**src/design/lobm_pkg.sv**
```systemverilog
package lobm_pkg;

	localparam int unsigned PW = 31;  // price, quantity and id width
	localparam int unsigned TW = 16;  // trader index width
	localparam int unsigned AW = 32;  // arrival stamp width

	localparam logic [1:0] KIND_TRADE  = 2'd0;
	localparam logic [1:0] KIND_DONE   = 2'd1;
	localparam logic [1:0] KIND_REJECT = 2'd2;

	// result word to launch from the controller
	localparam logic [2:0] EM_NONE      = 3'd0;
	localparam logic [2:0] EM_PEND      = 3'd1;
	localparam logic [2:0] EM_PEND_LAST = 3'd2;
	localparam logic [2:0] EM_DONE      = 3'd3;
	localparam logic [2:0] EM_REJECT    = 3'd4;
	localparam logic [2:0] EM_CANCEL    = 3'd5;

	typedef struct packed {
		logic       load;
		logic       match_init;
		logic       fill;
		logic       cancel;
		logic       rest_try;
		logic [2:0] emit;
	} cmd_t;

	typedef struct packed {
		logic scan_done;
		logic is_cancel;
		logic found;
		logic best_ok;
		logic cont;
		logic n_zero;
		logic n_full;
		logic reject;
	} stat_t;

endpackage

```
**src/design/lobm_ctrl.sv**
```systemverilog
module lobm_ctrl (
	input  logic            clk,
	input  logic            arst_n,
	input  logic            start,
	output logic            busy,
	input  lobm_pkg::stat_t stat,
	output lobm_pkg::cmd_t  cmd
);

	localparam logic [2:0] S_IDLE  = 3'd0;
	localparam logic [2:0] S_ID    = 3'd1;
	localparam logic [2:0] S_MATCH = 3'd2;
	localparam logic [2:0] S_FILL  = 3'd3;
	localparam logic [2:0] S_NEXT  = 3'd4;
	localparam logic [2:0] S_FIN   = 3'd5;
	localparam logic [2:0] S_OUT   = 3'd6;
	localparam logic [2:0] S_REJ   = 3'd7;

	logic [2:0] state_q;
	logic [2:0] state_nxt;

	always_ff @(posedge clk or negedge arst_n) begin
		if (!arst_n) begin
			state_q <= S_IDLE;
		end else begin
			state_q <= state_nxt;
		end
	end

	assign busy = (state_q != S_IDLE);

	always_comb begin
		cmd       = '0;
		cmd.emit  = lobm_pkg::EM_NONE;
		state_nxt = state_q;
		unique case (state_q)
			S_IDLE: begin
				if (start) begin
					cmd.load  = 1'b1;
					state_nxt = S_ID;
				end
			end
			S_ID: begin
				if (stat.scan_done) begin
					if (stat.is_cancel) begin
						cmd.cancel = stat.found;
						cmd.emit   = stat.found ? lobm_pkg::EM_CANCEL : lobm_pkg::EM_REJECT;
						state_nxt  = S_IDLE;
					end else if (stat.found) begin
						cmd.emit  = lobm_pkg::EM_REJECT;
						state_nxt = S_IDLE;
					end else begin
						state_nxt = S_NEXT;
					end
				end
			end
			S_MATCH: begin
				if (stat.scan_done) begin
					state_nxt = stat.best_ok ? S_FILL : S_FIN;
				end
			end
			S_FILL: begin
				cmd.fill  = 1'b1;
				state_nxt = S_NEXT;
			end
			S_NEXT: begin
				if (stat.cont) begin
					cmd.match_init = 1'b1;
					state_nxt      = S_MATCH;
				end else begin
					state_nxt = S_FIN;
				end
			end
			S_FIN: begin
				cmd.rest_try = 1'b1;
				state_nxt    = S_OUT;
			end
			S_OUT: begin
				priority if (stat.reject && !stat.n_full) begin
					if (stat.n_zero) begin
						cmd.emit  = lobm_pkg::EM_REJECT;
						state_nxt = S_IDLE;
					end else begin
						cmd.emit  = lobm_pkg::EM_PEND;
						state_nxt = S_REJ;
					end
				end else if (stat.n_zero) begin
					cmd.emit  = lobm_pkg::EM_DONE;
					state_nxt = S_IDLE;
				end else begin
					cmd.emit  = lobm_pkg::EM_PEND_LAST;
					state_nxt = S_IDLE;
				end
			end
			S_REJ: begin
				cmd.emit  = lobm_pkg::EM_REJECT;
				state_nxt = S_IDLE;
			end
			default: begin
				state_nxt = S_IDLE;
			end
		endcase
	end

endmodule

```
**config.mk**
```make
export PLATFORM = sky130hd
export DESIGN_NAME = lobm_ctrl
export DESIGN_NICKNAME = d
export VERILOG_FILES = /design/src/design/lobm_pkg.sv /design/src/design/lobm_ctrl.sv
export SDC_FILE = /design/constraint.sdc
export NUM_CORES = 1
export LEC_CHECK = 0
export BUFFER_PORTS_ARGS = -buffer_cell sky130_fd_sc_hd__buf_2
export CAP_MARGIN = 5
export CORE_AREA = 8 8 45 47
export CTS_BUF_LIST = sky130_fd_sc_hd__clkbuf_8
export CTS_CLUSTER_DIAMETER = 150
export DETAILED_ROUTE_END_ITERATION = 8
export DIE_AREA = 0 0 53 55
export GPL_ROUTABILITY_DRIVEN = 1
export GPL_TIMING_DRIVEN = 0
export HOLD_SLACK_MARGIN = 0.05
export PLACE_DENSITY = 0.63
export SYNTH_ARGS = -nofsm -noshare
export SYNTH_HDL_FRONTEND = slang
export SYNTH_SLANG_ARGS = --single-unit
```
**constraint.sdc**
```tcl
create_clock -name clk -period 1.66 [get_ports clk]
set_input_delay 0.332 -clock clk [delete_from_list [all_inputs] [get_ports clk]]
set_output_delay 0.332 -clock clk [all_outputs]
set_load 0.01 [all_outputs]
```
==> reports/qor.yml <==
clocking:
  cts_buffers: 3
  htreeDepth: 1
  cts.path.max_buffers: 2
  cts_tree: "yes"
  root_buffer: "clkbuf_8"
  cts.clk_slew.worst_paths_ns: 0.03
  cts.sinks: 3
  clock_latency_ns: 0.21
setup_path:
  critical-path-top-delay-family: "simple AND/OR/NAND/NOR gates"
  crit_fanout: 3
  worstSetupPathDepth: 4
  worstPathRequired_ns: 1.33
  path_buf_inv: 1
  end_kind: "output port"
  start_kind: "register"
  r2r_cells: 5
  crit_type: "reg2out"
  slowest_stage: "or3b_4"
  cpPeakStageDelay_ns: 0.43
  worstPathCellList: "or3b_4 > o21ai_2 > a32o_2 > buf_6"
  worstPathArrival_ns: 1.38
drt:
  vias: 414
  drtIter0Drc: 4
  dr.pass1.iters: 2
  via_per_inst: 4.70
  antenna_left: 0
  drc: 0
  drt_wl_total_um: 983
  wl_per_cell_um: 11.2
synth:
  synth-edff-count: 0
  synth_top_area_share: 0.212
  ys_warn_count: 0
  ys.flop_type: "dfrtp_1"
  synth_fp_nets: 58
  synth_top_cell_by_area: "dfrtp_1"
  avgSynthCellArea_um2: 7.87
  async_reset_ff_frac: 1.00
  syn_inst: 45
  yosys.cell_count.top_type: "nor2_1"
  synth.distinct_cells: 23
  yosys-top-cells-area: "dfrtp_1 21%, buf_6 9.5%, ha_1 7.1%, nor2b_1 7.1%, nor2_1 6.4%"
  syn_area_um2: 354
  synth_common_cells: "6 x nor2_1, 4 x nand2_1, 4 x nor2b_1"
  synth-seq-cells: 3
  ys_seq_area_frac: 0.212
final_layout:
  regMostFlops: "state_q"
  final_layout_size_suffix_gt1_frac: 0.500
  regArea_um2: 75.1
  area_delta_synth_final_pct: 60.8
  multi_input_area_um2: 250
  fin_util: 0.411
  antenna_cells: 0
  fin_cells: 88
  reg_top3: "state_q (3)"
  largest_reg_flops: 3
  layout.nets: 86
  num-fill-cells: 153
place:
  gp_congestion: 0.733
  dp.cells: 80
  port-buffer-count: 19
  dp_hpwl_um: 758
power_and_ir_drop:
  leakagePower_uw: 0.000303
  power_density_nw_per_um2: 1590
  vdd_drop_max_v: 0.000547
timing:
  fmax_mhz: 582
  finalSetupTns_ns: -0.0831
  setup_viol: 2
  min_period_ns: 1.72
  fin_skew_ns: 0.00554
  max_slew.worst_pin.slew_ns: 0.259
  finalWorstSetupSlack_ns: -0.0568
  final_max_slew_viol_count: 0
  rsz0062_at_grt: "yes"
  finalCritPeriodShare: 1.03
  hold_viol_final: 0
  max_slew_margin: 0.825
grt:
  grt_pass1_wl_um: 1540
  antenna_found_initial: 0
  overflow: 0
  grt_util_all_layers: 0.0695
  grt_max_degree: 11
  grt_pass1_vias: 387
run_status:
  violations: "negative setup slack"
  outcome: "finished with violations"
flow_run:
  maxCapViolations: 0
die:
  die_h_um: 55
  ioPinCount: 20
  num_rows: 14
  start_util: 0.256
  die_w_um: 53
  die-area_um2: 2920
  core_um2: 1380
worst_hold_path:
  min_path_type: "in2reg"
  hold_depth: 3
report_power, final:
part | leakage [µW] | internal, µW | switching, µW
combinational | 0.000237 | 307 | 265
sequential | 0.0000388 | 107 | 28.7
clock | 0.0000269 | 157 | 43.1
total | 0.000303 | 571 | 337
cell type report:
| class | count | share of cell area |
|---|---|---|
| buffer | 3 | 0.0593 |
| clock buffer | 3 | 0.0725 |
| clock inverter | 1 | 0.00659 |
| inverter | 3 | 0.0198 |
| multi-input combinational | 36 | 0.440 |
| sequential | 3 | 0.132 |
| tap | 16 | 0.0352 |
| timing repair buffer | 23 | 0.235 |
layout by cell type (no fill, tap or decap), types with 2 or more instances in the layout:
cell type / synthesis / final
ha_1: 2 / 2
and3_1: 2 / 2
nand2_1: 4 / 4
buf_4: 0 / 3
dfrtp_1: 3 / 3
buf_6: 3 / 4
nor2b_1: 4 / 3
buf_2: 0 / 18
nor2_1: 6 / 5
o211ai_1: 3 / 3
inv_1: 2 / 3
clkbuf_8: 0 / 3
tightest hold or removal path, stage by stage:
cell	delay, ns
buf_2	0.09
o211ai_1	0.08
o41ai_1	0.06
worst paths after layout:
kind,slack [ns],endpoint,from
worst max-delay path,-0.06,cmd[2],state_q[1]
worst min-delay path,0.39,state_q[1],stat[3]
worst max register to register,0.34,state_q[2],state_q[1]
worst min register to register,0.64,state_q[0],state_q[2]
max in group asynchronous,1.11,state_q[2],arst_n
min in group asynchronous,0.44,state_q[0],arst_n
routing by layer:
| layer | wire (µm) | global-route usage | part of all wire |
|---|---|---|---|
| met1 | 430 | 0.0793 | 0.44 |
| met2 | 464 | 0.105 | 0.47 |
| met3 | 88 | 0.0321 | 0.090 |
| met4 | 0 | 0.0388 | 0 |
| met5 | 0 | 0 | 0 |
what timing repair did:
| item | 4_1_cts | 5_1_grt |
|---|---|---|
| hold endpoints to repair | 3 | 0 |
| setup endpoints to repair | 3 | 4 |
| hold buffers | 1 | 0 |
| setup buffers | 3 | 0 |
| gates resized for setup | 2 | 4 |
| cloned | 0 | 0 |
| pin swaps | 2 | 3 |
logic make-up (layout without fill, tap and decap cells):
group	Yosys count	in the layout	synth area share
compound gates	10	10	0.205
fa+ha+maj	3	3	0.0989
buf+inv	6	33	0.127
flops	3	3	0.212
simple gates	23	23	0.357
through the flow:
stage	setup WS [ns]	total power (µW)	hold slack, ns	instance area [µm²]
after CTS	-0.0753	876	0.391	556
after floorplan	0.203	471	0.0364	354
final	-0.0568	908	0.394	569
after detailed placement	0.0746	595	0.129	469
after global placement	0.0780	599	0.128	469
after global routing	-0.115	977	0.413	569
(Power assumes the default switching activity.)
